### src/rtl/core/adti_pkg.sv
// Shared types, codes and character helpers for the ASCII decimal parser.
`timescale 1ns / 1ps
`default_nettype none

package adti_pkg;

    // Parser phase codes.
    localparam int PhaseW = 3;
    localparam logic [PhaseW-1:0] PH_START = 3'd0;
    localparam logic [PhaseW-1:0] PH_LEAD  = 3'd1;
    localparam logic [PhaseW-1:0] PH_SIGN  = 3'd2;
    localparam logic [PhaseW-1:0] PH_DIGIT = 3'd3;
    localparam logic [PhaseW-1:0] PH_TRAIL = 3'd4;

    // Mode codes.
    localparam logic MODE_UNSIGNED = 1'b0;
    localparam logic MODE_SIGNED   = 1'b1;

    // Character codes.
    localparam logic [7:0] CHAR_ZERO  = 8'h30;
    localparam logic [7:0] CHAR_NINE  = 8'h39;
    localparam logic [7:0] CHAR_PLUS  = 8'h2B;
    localparam logic [7:0] CHAR_MINUS = 8'h2D;
    localparam logic [7:0] CHAR_SPACE = 8'h20;
    localparam logic [7:0] CHAR_TAB   = 8'h09;
    localparam logic [7:0] CHAR_LF    = 8'h0A;
    localparam logic [7:0] CHAR_CR    = 8'h0D;

    // One input request.
    typedef struct packed {
        logic       mode;
        logic [7:0] char_byte;
        logic       last;
        logic       empty_req;
    } item_t;

    // One result.
    typedef struct packed {
        logic [63:0] unsigned_value;
        logic [31:0] signed_value;
        logic        ok;
    } result_t;

    function automatic logic is_blank(input logic [7:0] c);
        return (c == CHAR_SPACE) || (c == CHAR_TAB) || (c == CHAR_LF) || (c == CHAR_CR);
    endfunction

    function automatic logic is_digit(input logic [7:0] c);
        return (c >= CHAR_ZERO) && (c <= CHAR_NINE);
    endfunction

endpackage

`default_nettype wire

### src/rtl/core/adti_parser.sv
// Parse state, per-character update and final range check of one request.
`timescale 1ns / 1ps
`default_nettype none

module adti_parser (
    input  wire logic             clk,
    input  wire logic             rst_n,
    input  wire logic             step,
    input  wire adti_pkg::item_t  item,
    output logic                  res_valid,
    output adti_pkg::result_t     res
);
    import adti_pkg::*;

    logic [PhaseW-1:0] phase_reg, phase_next;
    logic [63:0]       acc_reg, acc_next;
    logic              neg_reg, neg_next;
    logic              seen_reg, seen_next;
    logic              fail_reg, fail_next;
    logic              mode_reg, mode_next;

    logic [PhaseW-1:0] ph_cur;
    logic              mode_cur;
    logic [67:0]       prod;
    logic [3:0]        dval;
    logic              c_blank;
    logic              c_digit;
    logic              c_sign;
    logic              neg_ok;
    logic              pos_ok;

    // Character classes and the times-ten-plus-digit product with carry-out.
    always_comb
    begin
        c_blank = is_blank(item.char_byte);
        c_digit = is_digit(item.char_byte);
        c_sign  = (item.char_byte == CHAR_PLUS) || (item.char_byte == CHAR_MINUS);
        dval    = item.char_byte[3:0];
        prod    = {1'b0, acc_reg, 3'b000} + {3'b000, acc_reg, 1'b0} + {64'd0, dval};
    end

    // Per-character update of the parse state.
    always_comb
    begin
        ph_cur   = (phase_reg == PH_START) ? PH_LEAD : phase_reg;
        mode_cur = (phase_reg == PH_START) ? item.mode : mode_reg;
        phase_next = ph_cur;
        acc_next   = acc_reg;
        neg_next   = neg_reg;
        seen_next  = seen_reg;
        fail_next  = fail_reg;
        mode_next  = mode_cur;
        if (!fail_reg)
        begin
            case (ph_cur)
                PH_LEAD:
                begin
                    if (c_blank)
                    begin
                        phase_next = PH_LEAD;
                    end
                    else if (c_digit)
                    begin
                        seen_next  = 1'b1;
                        phase_next = PH_DIGIT;
                        if (prod[67:64] != 4'd0)
                            fail_next = 1'b1;
                        else
                            acc_next = prod[63:0];
                    end
                    else if ((mode_cur == MODE_SIGNED) && c_sign)
                    begin
                        neg_next   = (item.char_byte == CHAR_MINUS);
                        phase_next = PH_SIGN;
                    end
                    else
                    begin
                        fail_next = 1'b1;
                    end
                end
                PH_SIGN, PH_DIGIT:
                begin
                    if (c_digit)
                    begin
                        seen_next  = 1'b1;
                        phase_next = PH_DIGIT;
                        if (prod[67:64] != 4'd0)
                            fail_next = 1'b1;
                        else
                            acc_next = prod[63:0];
                    end
                    else if (c_blank)
                    begin
                        phase_next = PH_TRAIL;
                    end
                    else
                    begin
                        fail_next = 1'b1;
                    end
                end
                default:
                begin
                    if (!c_blank)
                        fail_next = 1'b1;
                end
            endcase
        end
    end

    // Range check and result forming on the last byte or an empty request.
    always_comb
    begin
        neg_ok = (acc_next[63:32] == 32'd0) && (!acc_next[31] || (acc_next[30:0] == 31'd0));
        pos_ok = (acc_next[63:31] == 33'd0);
        res_valid = item.last || item.empty_req;
        res.unsigned_value = 64'd0;
        res.signed_value   = 32'd0;
        res.ok             = 1'b0;
        if (!item.empty_req && !fail_next && seen_next)
        begin
            if (mode_cur == MODE_UNSIGNED)
            begin
                res.unsigned_value = acc_next;
                res.ok             = 1'b1;
            end
            else if (neg_next)
            begin
                if (neg_ok)
                begin
                    res.signed_value = 32'd0 - acc_next[31:0];
                    res.ok           = 1'b1;
                end
            end
            else if (pos_ok)
            begin
                res.signed_value = acc_next[31:0];
                res.ok           = 1'b1;
            end
        end
    end

    // State registers; every result returns the parser to the start phase.
    always_ff @(posedge clk or negedge rst_n)
    begin
        if (!rst_n)
        begin
            phase_reg <= PH_START;
            acc_reg   <= 64'd0;
            neg_reg   <= 1'b0;
            seen_reg  <= 1'b0;
            fail_reg  <= 1'b0;
            mode_reg  <= MODE_UNSIGNED;
        end
        else if (step)
        begin
            if (res_valid)
            begin
                phase_reg <= PH_START;
                acc_reg   <= 64'd0;
                neg_reg   <= 1'b0;
                seen_reg  <= 1'b0;
                fail_reg  <= 1'b0;
                mode_reg  <= MODE_UNSIGNED;
            end
            else
            begin
                phase_reg <= phase_next;
                acc_reg   <= acc_next;
                neg_reg   <= neg_next;
                seen_reg  <= seen_next;
                fail_reg  <= fail_next;
                mode_reg  <= mode_next;
            end
        end
    end

endmodule

`default_nettype wire

### src/rtl/core/adti_out_reg.sv
// Result register with valid/ready handshake toward the consumer.
`timescale 1ns / 1ps
`default_nettype none

module adti_out_reg (
    input  wire logic               clk,
    input  wire logic               rst_n,
    input  wire logic               advance,
    input  wire logic               load,
    input  wire adti_pkg::result_t  res_in,
    input  wire logic               out_ready,
    output logic                    out_valid,
    output logic                    free,
    output adti_pkg::result_t       res_out
);
    import adti_pkg::*;

    logic    valid_reg, valid_next;
    result_t data_reg;

    // The register can take new data when empty or when its result is taken.
    always_comb
    begin
        free       = !valid_reg || out_ready;
        valid_next = advance ? load : valid_reg;
    end

    always_ff @(posedge clk or negedge rst_n)
    begin
        if (!rst_n)
            valid_reg <= 1'b0;
        else
            valid_reg <= valid_next;
    end

    // Payload loads only with a new result.
    always_ff @(posedge clk)
    begin
        if (advance && load)
            data_reg <= res_in;
    end

    assign out_valid = valid_reg;
    assign res_out   = data_reg;

endmodule

`default_nettype wire

### src/rtl/core/ascii_decimal_to_integer_unit.sv
// A request is parsed from the input register and its result held in the result register.
// Throughput: one byte per cycle; the input register, the single-pass parse logic
// and the result register all advance together whenever the result register is free.
// The parse path is one 68-bit times-ten add with carry-out check per byte.
// Reset: rst_n clears the parser to the start phase and empties both registers.
`timescale 1ns / 1ps
`default_nettype none

module ascii_decimal_to_integer_unit (
    input  wire logic        clk,
    input  wire logic        rst_n,
    input  wire logic        in_valid,
    output logic             in_ready,
    input  wire logic        mode,
    input  wire logic [7:0]  char_byte,
    input  wire logic        last,
    input  wire logic        empty_req,
    output logic             out_valid,
    input  wire logic        out_ready,
    output logic [63:0]      unsigned_value,
    output logic [31:0]      signed_value,
    output logic             ok
);
    import adti_pkg::*;

    logic    in_valid_reg, in_valid_next;
    item_t   item_reg;
    logic    advance;
    logic    step;
    logic    res_valid;
    result_t res;
    result_t res_q;
    logic    free_out;

    // The whole pipe moves when the result register can take data.
    assign advance  = free_out;
    assign in_ready = !in_valid_reg || advance;
    assign step     = in_valid_reg && advance;

    // Input register.
    always_comb
    begin
        in_valid_next = in_valid_reg;
        if (in_ready)
            in_valid_next = in_valid;
    end

    always_ff @(posedge clk or negedge rst_n)
    begin
        if (!rst_n)
            in_valid_reg <= 1'b0;
        else
            in_valid_reg <= in_valid_next;
    end

    always_ff @(posedge clk)
    begin
        if (in_valid && in_ready)
        begin
            item_reg.mode      <= mode;
            item_reg.char_byte <= char_byte;
            item_reg.last      <= last;
            item_reg.empty_req <= empty_req;
        end
    end

    // Parser and result register.
    adti_parser u_parser (
        .clk       (clk),
        .rst_n     (rst_n),
        .step      (step),
        .item      (item_reg),
        .res_valid (res_valid),
        .res       (res)
    );

    adti_out_reg u_out (
        .clk       (clk),
        .rst_n     (rst_n),
        .advance   (advance),
        .load      (step && res_valid),
        .res_in    (res),
        .out_ready (out_ready),
        .out_valid (out_valid),
        .free      (free_out),
        .res_out   (res_q)
    );

    assign unsigned_value = res_q.unsigned_value;
    assign signed_value   = res_q.signed_value;
    assign ok             = res_q.ok;

endmodule

`default_nettype wire

### config.mk
export PLATFORM = sky130hd
export DESIGN_NAME = ascii_decimal_to_integer_unit
export DESIGN_NICKNAME = d
export VERILOG_FILES = /design/src/rtl/core/adti_pkg.sv /design/src/rtl/core/adti_parser.sv /design/src/rtl/core/adti_out_reg.sv /design/src/rtl/core/ascii_decimal_to_integer_unit.sv
export SDC_FILE = /design/constraint.sdc
export NUM_CORES = 1
export LEC_CHECK = 0
export ABC_AREA = 1
export BUFFER_PORTS_ARGS = -buffer_cell sky130_fd_sc_hd__clkbuf_2
export CAP_MARGIN = 20
export CORE_MARGIN = 10
export CORE_UTILIZATION = 28
export DETAILED_ROUTE_END_ITERATION = 7
export PLACE_DENSITY = 0.53
export SLEW_MARGIN = 40
export SYNTH_ARGS = -nofsm -noshare
export SYNTH_HDL_FRONTEND = slang
export SYNTH_SLANG_ARGS = --single-unit
export TNS_END_PERCENT = 30
### constraint.sdc
create_clock -name clk -period 7.53 [get_ports clk]
set_clock_uncertainty 0.2 [all_clocks]
set_input_delay 0.3765 -clock clk [delete_from_list [all_inputs] [get_ports clk]]
set_output_delay 0.3765 -clock clk [all_outputs]
set_load 0.01 [all_outputs]
==> results of run 1 <==
## metal layers
layer | routed length (um) | up-vias | part of all wire
met5 | 0 | - | 0
met4 | 1530 | 0 | 0.026
met3 | 3400 | 59 | 0.057
met2 | 28300 | 501 | 0.48
met1 | 26200 | 7647 | 0.44
li1 | - | 7961 | -
## critical path, delay by kind of cell (launching register included)
kind,cells,cell delay [ns]
DFF,1,0.43
buffers and inverters,5,0.75
adders and majority gates,3,1.24
AOI/OAI and AO/OA,2,0.66
and+or+nand+nor,24,2.59
## layout make-up
| cell class | instances | share of cell area |
|---|---|---|
| Multi-Input combinational cell | 1766 | 0.521 |
| Sequential cell | 181 | 0.278 |
| Timing Repair Buffer | 148 | 0.0493 |
| Inverter | 317 | 0.0653 |
| Tap cell | 765 | 0.0524 |
| Clock buffer | 17 | 0.0233 |
| Clock inverter | 15 | 0.0106 |
## worst max path at each step
stage | from | to | slack, ns | cells past startpoint
4_1_cts | item_reg[5]$_DFFE_PP_ | u_out.res_out[0]$_SDFFCE_PN0P_ | 1.46 | 34
6_report | item_reg[5]$_DFFE_PP_ | u_out.res_out[0]$_SDFFCE_PN0P_ | 1.36 | 34
5_1_grt | item_reg[5]$_DFFE_PP_ | u_out.res_out[0]$_SDFFCE_PN0P_ | 0.93 | 34
2_1_floorplan | u_out.out_valid$_DFFE_PN0P_ | u_parser.fail_reg$_DFFE_PN0P_ | 1.87 | 6
3_5_place_dp | item_reg[5]$_DFFE_PP_ | u_out.res_out[0]$_SDFFCE_PN0P_ | 1.49 | 34
3_3_place_gp | item_reg[5]$_DFFE_PP_ | u_out.res_out[2]$_SDFFCE_PN0P_ | 1.54 | 31
## through the flow
step / cell area (sq um) / hold slack (ns) / setup slack [ns] / utilization
floorplan: 16200 / -0.119 / 1.87 / -
global placement: 17400 / 0.0642 / 1.54 / 0.304
detailed placement: 17500 / 0.0815 / 1.49 / 0.304
CTS: 18200 / 0.0631 / 1.46 / 0.317
global route: 18300 / 0.130 / 0.935 / 0.318
finish: 18300 / 0.101 / 1.36 / 0.318
## report_power, final
part | internal [uW] | switching, uW
Clock | 456 | 503
Sequential | 1170 | 104
Combinational | 579 | 1490
## synthesized netlist by cell type, types with 7 or more instances
| master | instances |
|---|---|
| nor3_1 | 22 |
| nand3b_1 | 12 |
| nor2_1 | 236 |
| o21bai_1 | 18 |
| buf_1 | 8 |
| nor4_1 | 7 |
| buf_4 | 10 |
| nand2_1 | 653 |
| xor2_1 | 39 |
| inv_1 | 291 |
| nand2_2 | 22 |
| ha_1 | 128 |
| nand3_1 | 196 |
| dfrtp_1 | 73 |
| xnor2_1 | 27 |
| o22ai_1 | 66 |
| nand4_1 | 41 |
| clkbuf_1 | 53 |
| o211ai_1 | 25 |
| a31oi_1 | 41 |
| nor2_2 | 13 |
| o21ai_0 | 48 |
| o21ai_1 | 15 |
| a21oi_1 | 122 |
| inv_2 | 24 |
| edfxtp_1 | 108 |
| buf_2 | 10 |
## timing repair
action | in CTS | in global routing
hold buffers | 15 | 0
gates resized for setup | 0 | 0
endpoints found under the hold margin | 29 | 0
## cells by family after synthesis
group | after synthesis | share of synthesized area
flip-flops | 181 | 0.314
buffers and inverters | 405 | 0.101
AO/OA/AOI/OAI | 348 | 0.125
XOR/XNOR | 66 | 0.0357
AND/OR/NAND/NOR | 1222 | 0.323
adder cells (fa/ha/maj) | 130 | 0.102
## cell usage in the layout (no fill, tap or decap), types with 3 or more instances in the layout
cell / n
o21ai_1: 15
nor2_1: 232
a31oi_1: 41
clkbuf_16: 17
dlygate4sd3_1: 15
nand4_1: 41
o21ai_0: 48
inv_2: 27
nand3b_1: 12
ha_1: 128
xor2_1: 39
o21bai_1: 18
inv_6: 3
nand3_1: 196
nor2_4: 7
buf_6: 3
nor2_2: 15
o22ai_1: 66
clkinv_8: 5
nor3_1: 22
xnor2_1: 27
nand2_2: 23
inv_8: 4
dfrtp_1: 73
a21oi_1: 122
inv_1: 288
edfxtp_1: 108
clkbuf_2: 112
o211ai_1: 25
buf_4: 16
and2_1: 5
nand2_1: 651
nor4_1: 7
==> flow_summary.yaml, run 1 <==
cells_and_area:
  nFillCells: 6289
  finalNetCount: 2576
  synthToLayoutAreaGrowth_pct: 12.9
  largest_reg_flops: 97
  multi_input_area_sq_um: 9520
  regArea_sq_um: 5070
  antennaDiodeCount: 0
  drive_gt1_frac: 0.102
  stdcell_count: 3209
die:
  die_w_um: 260
  start_util: 0.281
  die_y_um: 260
  fp.coreArea_sq_um: 57500
  std_cell_rows: 88
  dieArea_sq_um: 67800
  pin_count: 114
global_route:
  overflow: 0
  grt_most_used_layer: "met2"
  antenna_found_initial: 1
  grtUsageMet2: 0.285
  use_met1: 0.228
  grt_usage: 0.173
  grt_pass1_vias: 15412
  grt_max_degree: 73
  grt_pass1_wl_um: 91500
  met3_usage: 0.0255
synthesis:
  yosys.area.top_type_share: 0.201
  synthCells: 2352
  yosys_warnings: 0
  syn_area_sq_um: 16200
  ys.flop_type: "edfxtp_1"
  syn_nets: 2497
  synthArstFlopShare: 0.403
  seq_area_frac_synth: 0.314
  yosysTopAreaCell: "edfxtp_1"
  syn_area_per_cell_sq_um: 6.88
  synthTopCellsByArea: "edfxtp_1, nand2_1, dfrtp_1"
  ys_ff_latch: 181
  synthDistinctLibCells: 53
  synth_edf_count: 108
placed_design:
  routabilityCongestion: 0.943
  dp_cells: 3162
  port_buffers: 113
  place_hpwl_um: 45700
clock_network:
  cts.clk_slew.worst_paths_ns: 0.09
  cts_setup_buffers: 0
  htree_levels: 4
  clk_latency_ns: 0.50
  clock-root-buffer: "clkbuf_16"
  cts_made_buffers: 17
  cts.sinks: 181
  cts_tree: "built"
  clk_path_buf_depth: 2
sta:
  maxSlewViolCount: 0
  finalSetupTns_ns: 0
  clock.fmax_mhz: 162
  rsz0062_at_grt: "no"
  hold_viol_final: 0
  period_share: 0.819
  fin_crit_ns: 6.17
  setup_violations: 0
  max-slew-margin-rel: 0.480
  worst_pin_slew_ns: 0.779
critical_path:
  cp-start-kind: "flop"
  reg2regPathDepth: 34
  cp_common_cell: "nand2_1"
  arrival_ns: 6.20
  critical_path_class: "flop to flop"
  worstSetupEndpointType: "flop"
  critPathMaxFanout: 31
  timing.rr.start: "item_reg[5]$_DFFE_PP_"
  slowest_delay_ns: 0.56
  reg2reg_to: "u_out.res_out[0]$_SDFFCE_PN0P_"
  r2r_slack_ns: 1.36
  slowest_stage: "a21oi_1"
  required_ns: 7.56
power_and_ir_drop:
  vdd_drop_max_mv: 0.277
  power_density_nw_per_um2: 235
  power.total_uw: 4300
  leakagePower_uw: 0.00881
detailed_routing:
  drc: 0
  drt_iter0_drc: 1265
  drt-total-wl_um: 59400
  drtAntennaViolNets: 0
  vias: 16168
  drt-wirelength-per-cell_um: 18.5
  drtPass1Iterations: 5
  viasPerCell: 5.04
min_path:
  hold_class: "input port to async pin"
outcome:
  status: "completed"
run:
  max_cap_viol_count: 0
Power figures use the tool's default switching activity.
==> run 2: changes to the inputs <==
==> constraint.sdc (replaced) <==
create_clock -name clk -period 5.95 [get_ports clk]
set_clock_uncertainty 0.2 [all_clocks]
set_input_delay 0.2975 -clock clk [delete_from_list [all_inputs] [get_ports clk]]
set_output_delay 0.2975 -clock clk [all_outputs]
set_load 0.01 [all_outputs]
==> flow_summary.yaml, run 2 (synthesis gave the netlist of run 1 again) <==
clock_network:
  clk_path_buf_depth: 2
  cts_made_buffers: 17
  cts_tree: "built"
  clk_latency_ns: 0.49
  htree_levels: 4
  clock-root-buffer: "clkbuf_16"
  cts.sinks: 181
  cts.clk_slew.worst_paths_ns: 0.09
power_and_ir_drop:
  p_comb_frac: 0.494
  leakagePower_uw: 0.00894
  switching_share: 0.480
  vdd_drop_max_mv: 0.273
  intPower_uw: 2910
  p_seq_frac: 0.288
  power_density_nw_per_um2: 302
  pwr-share-clk: 0.218
  p_sw_uw: 2680
critical_path:
  critical_path_class: "flop to flop"
  r2r_slack_ns: 0.41
  worstSetupEndpointType: "flop"
  critPathMaxFanout: 28
  cp_common_cell: "nand2_1"
  timing.rr.start: "u_parser.acc_reg[0]$_DFFE_PN0P_"
  arrival_ns: 5.55
  required_ns: 5.96
  cp-start-kind: "flop"
  reg2regPathDepth: 31
  reg2reg_to: "u_out.res_out[27]$_SDFFCE_PN0P_"
  slowest_stage: "fa_1"
  slowest_delay_ns: 0.50
sta:
  hold_viol_final: 0
  clock.fmax_mhz: 180
  max-slew-margin-rel: 0.512
  worst_pin_slew_ns: 0.732
  maxSlewViolCount: 0
  setup_slack_ns: 0.408
  rsz0062_at_grt: "no"
  finalSetupTns_ns: 0
  period_share: 0.931
  setup_violations: 0
  fin_crit_ns: 5.54
global_route:
  antenna_found_initial: 0
  grt_pass1_vias: 15766
  grt_usage: 0.179
  overflow: 0
  grt_pass1_wl_um: 94900
  grt_max_degree: 73
die:
  die_y_um: 260
  dieArea_sq_um: 67800
  std_cell_rows: 88
  fp.coreArea_sq_um: 57500
  die_w_um: 260
  pin_count: 114
  start_util: 0.281
cells_and_area:
  drive_gt1_frac: 0.110
  stdcell_count: 3229
  design_area_sq_um: 18500
  largest_reg_flops: 97
  synthToLayoutAreaGrowth_pct: 14.4
  finalNetCount: 2596
  antennaDiodeCount: 0
  final_cell_mix: "nand2_1, inv_1, nor2_1"
  utilization: 0.322
  layout_commonest_cell: "nand2_1"
detailed_routing:
  drtAntennaViolNets: 0
  highest_layer: "met4"
  wl_met1_um: 26100
  drt-wirelength-per-cell_um: 19.1
  drt_iter0_drc: 1345
  met2WireLength_um: 30600
  vias: 16550
  viasPerCell: 5.13
  drtPass1Iterations: 5
  drc: 0
  drt-total-wl_um: 61500
  dr_wl_met3_um: 3420
placed_design:
  port_buffers: 113
  dp_slack_ns: 0.381
  dp_cells: 3178
  routabilityCongestion: 0.931
  dpl_cell_area_sq_um: 17600
  place_hpwl_um: 47900
min_path:
  hold_class: "input port to async pin"
run:
  max_cap_viol_count: 0
outcome:
  status: "completed"
==> run 2: layout make-up <==
type / count / area [sq um]
Tap cell: 765 / 957
Fill cell: 6263 / 39000
Sequential cell: 181 / 5070
Clock inverter: 15 / 204
Multi-Input combinational cell: 1766 / 9520
Clock buffer: 17 / 425
Timing Repair Buffer: 168 / 1130
Inverter: 317 / 1190
==> run 2: per-layer routing <==
layer / up-vias / GRT usage
met5: - / 0
met4: 0 / 0.0555
met3: 77 / 0.0212
met2: 600 / 0.308
met1: 7856 / 0.230
li1: 8017 / -
==> run 2: worst max path at each step <==
stage / from / to
2_1_floorplan: u_out.out_valid$_DFFE_PN0P_ / u_parser.fail_reg$_DFFE_PN0P_
3_3_place_gp: item_reg[5]$_DFFE_PP_ / u_out.res_out[44]$_SDFFCE_PP0P_
3_5_place_dp: item_reg[5]$_DFFE_PP_ / u_out.res_out[32]$_SDFFCE_PN0P_
4_1_cts: item_reg[5]$_DFFE_PP_ / u_out.res_out[0]$_SDFFCE_PN0P_
5_1_grt: u_parser.acc_reg[0]$_DFFE_PN0P_ / u_out.res_out[32]$_SDFFCE_PN0P_
6_report: u_parser.acc_reg[0]$_DFFE_PN0P_ / u_out.res_out[27]$_SDFFCE_PN0P_
==> run 2: stage by stage <==
step,power [uW],hold slack (ns)
finish,5590,0.175
global route,5970,0.208
CTS,5560,0.165
detailed placement,4310,-0.0239
global placement,4290,-0.0238
floorplan,3420,-0.198
==> run 2: what timing repair did <==
| item | 4_1_cts | 5_1_grt |
|---|---|---|
| setup buffers | 0 | 1 |
| setup endpoints to repair | 0 | 33 |
| hold endpoints to repair | 50 | 0 |
| hold buffers | 17 | 0 |
| resized for setup | 0 | 4 |
==> run 2: power by group through the flow <==
stage,combinational (uW),clock [uW],sequential (uW)
after global placement,2660,0,1630
after CTS,2700,1250,1610
final,2760,1220,1610
after floorplan,1800,0,1620
after global routing,3050,1290,1620
after detailed placement,2680,0,1640
==> run 2: critical path, delay by kind of cell, from the launching register on <==
family                   cells  cell delay (ns)
flip-flops                   1             0.42
AO/OA/AOI/OAI                1             0.07
AND/OR/NAND/NOR             24             2.86
buffers and inverters        4             0.74
adder cells (fa/ha/maj)      2             0.96
==> run 3: changes to the inputs <==
--- a/config.mk
+++ b/config.mk
@@ -12,6 +12,7 @@
 export CORE_UTILIZATION = 28
 export DETAILED_ROUTE_END_ITERATION = 7
 export PLACE_DENSITY = 0.53
+export RECOVER_POWER = 100
 export SLEW_MARGIN = 40
 export SYNTH_ARGS = -nofsm -noshare
 export SYNTH_HDL_FRONTEND = slang
==> flow_summary.yaml, run 3 (synthesis gave the netlist of run 1 again) <==
outcome:
  status: "complete, but fails checks"
  violations: "max-capacitance violations, max-slew violations"
die:
  std_cell_rows: 88
  die_y_um: 260
  pin_count: 114
  fp.coreArea_sq_um: 57500
  die_w_um: 260
  start_util: 0.281
  dieArea_sq_um: 67800
critical_path:
  crit_start: "u_parser.acc_reg[0]$_DFFE_PN0P_"
  arrival_ns: 5.58
  reg2regPathDepth: 31
  slowest_delay_ns: 0.49
  worstSetupEndpointType: "flop"
  slowest_stage: "fa_1"
  cp_common_cell: "nand2_1"
  required_ns: 5.96
  r2r_slack_ns: 0.38
  critPathMaxFanout: 28
  crit_end: "u_out.res_out[27]$_SDFFCE_PN0P_"
  timing.rr.start: "u_parser.acc_reg[0]$_DFFE_PN0P_"
  reg2reg_to: "u_out.res_out[27]$_SDFFCE_PN0P_"
  critical_path_class: "flop to flop"
  cp-start-kind: "flop"
global_route:
  grt_pass1_wl_um: 94900
  grt_max_degree: 73
  overflow: 0
  antenna_found_initial: 0
  grt_usage: 0.179
  grt_pass1_vias: 15766
min_path:
  hold_class: "flop to flop"
detailed_routing:
  drt_iter0_drc: 1466
  drt-wirelength-per-cell_um: 19.1
  viasPerCell: 5.12
  vias: 16533
  drtAntennaViolNets: 0
  drt-total-wl_um: 61700
  drc: 0
  drtPass1Iterations: 6
cells_and_area:
  drive_gt1_frac: 0.0621
  synthToLayoutAreaGrowth_pct: 13.2
  final_cell_mix: "nand2_1, inv_1, nor2_1"
  finalNetCount: 2596
  antennaDiodeCount: 0
  utilization: 0.319
  largest_reg_flops: 97
  layout_commonest_cell: "nand2_1"
power_and_ir_drop:
  leakagePower_uw: 0.00858
  p_seq_frac: 0.290
  switching_share: 0.483
  p_sw_uw: 2690
  power.total_uw: 5560
  power_density_nw_per_um2: 304
  intPower_uw: 2870
  pwr-share-clk: 0.220
  p_comb_frac: 0.490
  vdd_drop_max_mv: 0.274
clock_network:
  cts.sinks: 181
  clk_path_buf_depth: 2
  cts.clk_slew.worst_paths_ns: 0.09
  clk_latency_ns: 0.49
  htree_levels: 4
  clock-root-buffer: "clkbuf_16"
  cts_tree: "built"
  cts_made_buffers: 17
placed_design:
  place_hpwl_um: 47900
  port_buffers: 113
  routabilityCongestion: 0.931
sta:
  max-slew-margin-rel: -0.628
  rsz0062_at_grt: "no"
  hold_viol_final: 0
  setup_violations: 0
  finalSetupTns_ns: 0
  worst_pin_slew_ns: 2.44
  maxSlewViolCount: 140
  period_share: 0.936
  fin_crit_ns: 5.57
  clock.fmax_mhz: 180
run:
  max_cap_viol_count: 3
==> run 3: layer usage <==
| metal | part of all wire | global-route usage | vias up |
|---|---|---|---|
| li1 | - | - | 8009 |
| met1 | 0.43 | 0.230 | 7893 |
| met2 | 0.50 | 0.308 | 555 |
| met3 | 0.055 | 0.0212 | 76 |
| met4 | 0.024 | 0.0555 | 0 |
| met5 | 0 | 0 | - |
==> run 3: what timing repair did <==
action	CTS	global route
resized for setup	0	4
hold buffers	17	0
endpoints found under the setup margin	0	33
endpoints found under the hold margin	50	0
buffers inserted	0	1
==> run 3: worst max-delay path, delay by kind of cell, from the launching register on <==
family	cells	cell delay, ns
AO/OA/AOI/OAI	1	0.07
adder cells (fa/ha/maj)	2	0.95
buffers and inverters	4	0.73
flip-flops	1	0.42
AND/OR/NAND/NOR	24	2.90
==> run 3: final cells by class <==
| cell class | instances | area, sq um |
|---|---|---|
| inverter | 317 | 1190 |
| sequential | 181 | 5070 |
| tap | 765 | 957 |
| clock buffer | 17 | 425 |
| multi-input combinational | 1766 | 9520 |
| timing repair buffer | 168 | 938 |
| clock inverter | 15 | 204 |
| fill | 6329 | 39200 |
==> run 3: worst min path at each step <==
stage / startpoint / cells past startpoint / slack (ns) / end
after floorplan: rst_n / 0 / -0.20 / in_valid_reg$_DFFE_PN0N_
after global placement: rst_n / 1 / -0.02 / u_parser.acc_reg[47]$_DFFE_PN0P_
after detailed placement: rst_n / 1 / -0.02 / u_parser.acc_reg[47]$_DFFE_PN0P_
after CTS: rst_n / 3 / 0.17 / u_parser.seen_reg$_DFFE_PN0P_
after global routing: char_byte[5] / 2 / 0.32 / item_reg[7]$_DFFE_PP_
final: u_parser.mode_reg$_DFFE_PN0P_ / 2 / 0.30 / u_parser.mode_reg$_DFFE_PN0P_
==> run 3: power groups by stage <==
stage / Clock [uW] / Combinational, uW / Sequential, uW
global placement: 0 / 2660 / 1630
global route: 1290 / 3010 / 1620
floorplan: 0 / 1800 / 1620
detailed placement: 0 / 2680 / 1640
CTS: 1250 / 2700 / 1610
finish: 1220 / 2720 / 1610
==> run 3: per-stage QoR <==
stage                     cells  setup WS [ns]  area (sq um)  hold WS [ns]
final                      3229          0.381         18300         0.299
after global routing       3229        0.00792         18300         0.316
after CTS                  3227          0.362         18400         0.165
after detailed placement   3178          0.381         17600       -0.0239
after global placement     3177          0.469         17600       -0.0238
after floorplan            2352          0.286         16200        -0.198
